===== src/design/bounded_array_list_unit_macros.svh =====
`ifndef BOUNDED_ARRAY_LIST_UNIT_MACROS_SVH
`define BOUNDED_ARRAY_LIST_UNIT_MACROS_SVH

// condition must hold in the same cycle as the trigger
`define BAL_ASSERT_NOW(lbl, ante, cons, msg) \
  lbl: assert property (@(posedge clk) disable iff (!rst_n) (ante) |-> (cons)) \
    else $error(msg);

// condition must hold in the cycle after the trigger
`define BAL_ASSERT_NEXT(lbl, ante, cons, msg) \
  lbl: assert property (@(posedge clk) disable iff (!rst_n) (ante) |=> (cons)) \
    else $error(msg);

`endif


===== src/design/bal_pkg.sv =====
package bal_pkg;

  localparam int DEPTH    = 64;
  localparam int DATA_W   = 32;
  localparam int LEN_W    = 7;
  localparam int IDX_W    = $clog2(DEPTH);
  localparam int TREE_FAN = 8;
  localparam int TREE_GROUPS = (DEPTH + TREE_FAN - 1) / TREE_FAN;

  typedef enum logic [2:0] {
    KIND_APPEND  = 3'd0,
    KIND_DROP    = 3'd1,
    KIND_INSERT  = 3'd2,
    KIND_ERASE   = 3'd3,
    KIND_READ_AT = 3'd4,
    KIND_FIRST   = 3'd5,
    KIND_LAST    = 3'd6,
    KIND_CLEAR   = 3'd7
  } kind_t;

  typedef enum logic [1:0] {
    STAT_OK    = 2'd0,
    STAT_EMPTY = 2'd1,
    STAT_RANGE = 2'd2,
    STAT_FULL  = 2'd3
  } status_t;

  typedef enum logic [1:0] {
    CELL_HOLD,
    CELL_INSERT,
    CELL_ERASE,
    CELL_APPEND
  } cell_op_t;

  typedef enum logic [1:0] {
    ST_IDLE,
    ST_EXEC,
    ST_TREE,
    ST_OUT
  } state_t;

  // broadcast to every cell of the chain
  typedef struct packed {
    cell_op_t          op;
    logic [LEN_W-1:0]  wpos;
    logic [LEN_W-1:0]  rpos;
    logic              rd_en;
    logic [DATA_W-1:0] item;
  } cell_ctrl_t;

endpackage


===== src/design/bal_cell.sv =====
module bal_cell (
  input  logic                       clk,
  input  bal_pkg::cell_ctrl_t        ctrl,
  input  logic [bal_pkg::IDX_W-1:0]  cell_idx,
  input  logic [bal_pkg::DATA_W-1:0] left_q,
  input  logic [bal_pkg::DATA_W-1:0] right_q,
  output logic [bal_pkg::DATA_W-1:0] q,
  output logic [bal_pkg::DATA_W-1:0] rd
);
  import bal_pkg::*;

  logic [DATA_W-1:0] data_r;
  logic [DATA_W-1:0] data_nxt;
  logic [LEN_W-1:0]  idx_ext;

  assign idx_ext = LEN_W'(cell_idx);

  always_comb begin
    data_nxt = data_r;
    unique case (ctrl.op)
      CELL_INSERT: begin
        if (idx_ext == ctrl.wpos) begin
          data_nxt = ctrl.item;
        end else if (idx_ext > ctrl.wpos) begin
          data_nxt = left_q;
        end
      end
      CELL_ERASE: begin
        if (idx_ext >= ctrl.wpos) begin
          data_nxt = right_q;
        end
      end
      CELL_APPEND: begin
        if (idx_ext == ctrl.wpos) begin
          data_nxt = ctrl.item;
        end
      end
      CELL_HOLD: begin
        data_nxt = data_r;
      end
    endcase
  end

  always_ff @(posedge clk) begin
    data_r <= data_nxt;
  end

  assign q  = data_r;
  // only the addressed cell drives the read bus
  assign rd = (ctrl.rd_en && (idx_ext == ctrl.rpos)) ? data_r : '0;

endmodule


===== config.mk =====
export PLATFORM = sky130hd
export DESIGN_NAME = bal_cell
export DESIGN_NICKNAME = d
export VERILOG_FILES = /design/src/design/bounded_array_list_unit_macros.svh /design/src/design/bal_pkg.sv /design/src/design/bal_cell.sv
export SDC_FILE = /design/constraint.sdc
export NUM_CORES = 1
export LEC_CHECK = 0
export ABC_AREA = 1
export CAP_MARGIN = 5
export CORE_AREA = 2 2 73 75
export CTS_CLUSTER_DIAMETER = 40
export DETAILED_ROUTE_END_ITERATION = 6
export DIE_AREA = 0 0 75 77
export DONT_BUFFER_PORTS = 1
export PLACE_DENSITY_LB_ADDON = 0.15
export SETUP_SLACK_MARGIN = 0.15
export SYNTH_ARGS = -nofsm -noshare
export SYNTH_HDL_FRONTEND = slang
export SYNTH_SLANG_ARGS = --single-unit

===== constraint.sdc =====
create_clock -name clk -period 3.6 [get_ports clk]
set_clock_uncertainty 0.1 [all_clocks]
set_input_delay 0.54 -clock clk [delete_from_list [all_inputs] [get_ports clk]]
set_output_delay 0.54 -clock clk [all_outputs]
set_load 0.005 [all_outputs]

# == Yosys cells after proc, flatten, opt, wreduce, memory -nomap -nowiden ==
# Index checks and enable logic that the tools add are counted.
# totals
reg_bits,32
in_bits,120
output_inout_bits,64
wordCells,21
# op_classes
order_cmp,2
eq_ne,8
n_mux,6
bitwise,1
n_reduce_logical,3
# op_table
operator,n
32-bit 2-to-1 mux,5
32-bit case mux with 3 select lines,1
6-bit by 7-bit == test with 1-bit output,2
6-bit by 7-bit >= comparator with 1-bit output,1
6-bit by 7-bit greater-than comparator with 1-bit output,1
2-bit == test (second input constant),2
2-bit != test (second input constant),2
4-bit AND reduction,1
3-bit != test (second input constant),1
2-bit by 1-bit == test with 1-bit output (second input constant),1
2-bit logical NOT,1
1-bit logical AND,1
1-bit inverter,1

# == Depth between registers and ports, before layout ==
# depth
depth_word,4
mapped_depth,10
depth_no_buf,9

# == Worst setup path before layout ==
# OpenSTA, ideal clock, no wires.
# synth_path
kind,input port to flip-flop
from,input port ctrl[44] (netlist name)
to,"register data_r[0], in the netlist q[0], enable pin"
t_arrival_ns,2.856
required_time_ns,3.068
slack_ns,0.212
stages,7
path_cell_list,inv_1 > ha_1 > nand2_1 > nor2_1 > nand2_1 > clkbuf_2 > a21oi_1
# synth_between
elab_chain_cells,3
# synth_rtl
element,line_no,source
"start, declared",bal_cell.sv:3,"input bal_pkg::cell_ctrl_t ctrl,"
6-bit by 7-bit greater-than comparator with 1-bit output (tied with other cells),bal_cell.sv:24,end else if (idx_ext > ctrl.wpos) begin
3-bit != test (no line) / 2-bit != test (equally long branches),-,
4-bit AND reduction (no line) (*),-,
"end signal, assigned",bal_cell.sv:45,data_r <= data_nxt;
"end, declared",bal_cell.sv:12,logic [DATA_W-1:0] data_r;
# Mark *: on every way between the ends. The rest lies on a longest branch, timed or not.
# A chain may end at the register's enable or synchronous reset.

# == Final worst setup path ==
# layout_path
from,input port cell_idx[0] (netlist name)
to,output port rd[24] (netlist name)
# layout_between
elab_chain_cells,3
# layout_rtl
element,line_no,source
"start, declared",bal_cell.sv:4,"input logic [bal_pkg::IDX_W-1:0] cell_idx,"
6-bit by 7-bit == test with 1-bit output,bal_cell.sv:50,assign rd = (ctrl.rd_en && (idx_ext == ctrl.rpos)) ? data_r : '0;
1-bit logical AND,bal_cell.sv:50,
32-bit 2-to-1 mux,bal_cell.sv:50,
"end, declared",bal_cell.sv:8,output logic [bal_pkg::DATA_W-1:0] rd
# No other way between the ends.

==> results_dict.tcl <==
set metrics [dict create \
    status "complete, no violations" \
    top_layer_used "met4" \
    drt-total-wl_mm 6.59 \
    drv_slew 0 \
    clock-root-buffer "clkbuf_8" \
    cp-end-kind "primary output" \
    max-clock-path-buffers 2 \
    clk_pin_slew_ns 0.06 \
    hold_depth 1 \
    largest_reg_flops 32 \
    critPathKind "input pin to primary output" \
    synth_flop_cell "edfxtp_1" \
    cts.sinks 32 \
    drtPass1Iterations 4 \
    num_rows 26 \
    max_slew_margin_pct 32.5 \
    ys_ff_latch 32 \
    worstHoldEndpoint "q[20]" \
    hold_start "ctrl[48]" \
    nets 515 \
    drive_above_1_share_pct 3.60 \
    fin_crit_ns 2.46 \
    clock.fmax_mhz 407 \
    core_area_um2 4980 \
    drcViolationCount 0 \
    overflow 0 \
    tns_ns 0 \
    cts_hold_buf 0 \
    yosysMostFrequentCell "nand2_1" \
    ys_seq_area_share_pct 34.5 \
    power_leakage_nw 1.49 \
    die_h_um 77 \
    gp_congestion 0.771 \
    via_per_inst 5.35 \
    hold_violations 0 \
    arrival_ns 1.82 \
    wl_per_cell_um 14.3 \
    ant_nets 0 \
    htree_levels 2 \
    yosys-top-cells-area "edfxtp_1 35%, nand3_1 12%, nand2_1 11%" \
    io_buffers 0 \
    synth_nets 534 \
    setup_viol 0 \
    synth_top_cell_area_share_pct 34.5 \
    cp.required_ns 2.96 \
    met2_length_mm 3.26 \
    cts_tree "yes" \
    grt_pass1_vias 2250 \
    power_mw 0.873 \
    die_area_um2 5780 \
    avgSynthCellArea_um2 6.82 \
    wl_met3_um 630 \
    met1_length_mm 2.64 \
    drt_iter0_markers 120 \
    ir_drop_mv 0.125 \
    power_density_nw_per_um2 312 \
    cts_resized 0 \
    yosys_warnings 0 \
    antenna_found_initial 0 \
    top_level_ports 184 \
    cap_violations 0 \
    async_flop_share_pct 0 \
    rsz0062_at_grt "no" \
    worstSetupStartpointType "input pin" \
    syn_to_final_growth_pct 0.584 \
    yosys-top-cells-count "82 x nand2_1, 80 x inv_1, 65 x nand3_1, 38 x nor2_1, 32 x edfxtp_1" \
    syn_area_um2 2780 \
    fin_crit_sh_pct 68.3 \
    track_usage_pct 23.0 \
    cp_max_fo 32 \
    antenna_cells 0 \
    grt_max_degree 99 \
    die_w_um 75 \
    vias 2457 \
    start_util_pct 55.9 \
    holdCritPathClass "input pin to flip-flop" \
    grt_pass1_wl_mm 10.4 \
    cts_buffers 5 \
    dp_hpwl_mm 4.73 \
    cts_setup_buffers 0 \
    synth_edf_count 32 \
    worst-slew-pin-transition_ns 1.01 \
    synthCells 408 \
    synth_top_area_cell "edfxtp_1" \
    synth_cell_types 22 \
]
[final cells by class]
cell class / instances / area [µm²]
inverters: 80 / 300
flip-flops and latches: 32 / 961
clock inverters: 2 / 7.51
multi-input cells: 268 / 1360
repair buffers: 2 / 15.0
clock buffers: 5 / 68.8
well taps: 70 / 87.6
fillers: 490 / 2180
[report_power, final]
| part | internal [mW] | leakage, nW | switching (mW) |
|---|---|---|---|
| Clock | 0.127 | 0.0391 | 0.119 |
| Sequential | 0.458 | 0.285 | 0.0282 |
| Combinational | 0.0633 | 1.17 | 0.0773 |
[how the worst max path moves through the flow]
stage | start | end | slack, ns | cells past startpoint
floorplan | ctrl[44] | q[0] | 0.21 | 7
global placement | ctrl[45] | q[19] | 1.15 | 9
detailed placement | cell_idx[0] | rd[24] | 1.13 | 7
CTS | cell_idx[0] | rd[24] | 1.13 | 7
global route | cell_idx[0] | rd[25] | 0.93 | 7
finish | cell_idx[0] | rd[24] | 1.14 | 7
[layer usage]
| metal | up-vias | global-route usage, % |
|---|---|---|
| li1 | 1260 | - |
| met1 | 1062 | 29.2 |
| met2 | 129 | 38.6 |
| met3 | 6 | 6.04 |
| met4 | 0 | 5.36 |
| met5 | - | 0 |
[stage by stage]
step	utilization, %	hold slack (ns)	setup slack, ns	std cells	instance area (µm²)
floorplan	-	0.693	0.212	408	2780
CTS	56.2	0.375	1.13	459	2800
detailed placement	54.7	0.668	1.13	452	2720
finish	56.2	0.392	1.14	459	2800
global route	56.2	0.367	0.928	459	2800
global placement	54.7	0.661	1.15	452	2720
[placed cells by master (no fill, tap or decap)]
| cell | count |
|---|---|
| o21bai_2 | 2 |
| buf_4 | 2 |
| o21bai_1 | 30 |
| xor2_1 | 1 |
| clkinv_1 | 2 |
| nand2_2 | 1 |
| nand3_2 | 1 |
| nor3_1 | 1 |
| nor2_1 | 38 |
| a21oi_1 | 3 |
| clkbuf_8 | 5 |
| inv_1 | 80 |
| a21oi_4 | 1 |
| o21ai_1 | 29 |
| nand2_1 | 81 |
| edfxtp_1 | 32 |
| or2_0 | 1 |
| nand3_1 | 65 |
| ha_1 | 6 |
| nor2_2 | 1 |
| a2bb2oi_2 | 1 |
| o21ai_0 | 6 |
[logic make-up after synthesis]
kind of cell	share of synthesized area [%]
AOI/OAI and AO/OA	16.5
xor gates and xnor gates	0.315
adders and majority gates	2.70
buffers and inverters	17.1
DFF	34.5
and+or+nand+nor	28.9
[critical path, cell delays in order]
cell	delay, ns
inv_1	0.08
o21ai_0	0.09
inv_1	0.06
nand2_1	0.04
nor2_1	0.12
nand3_2	0.53
nor2_1	0.36
(Power assumes the default switching activity.)
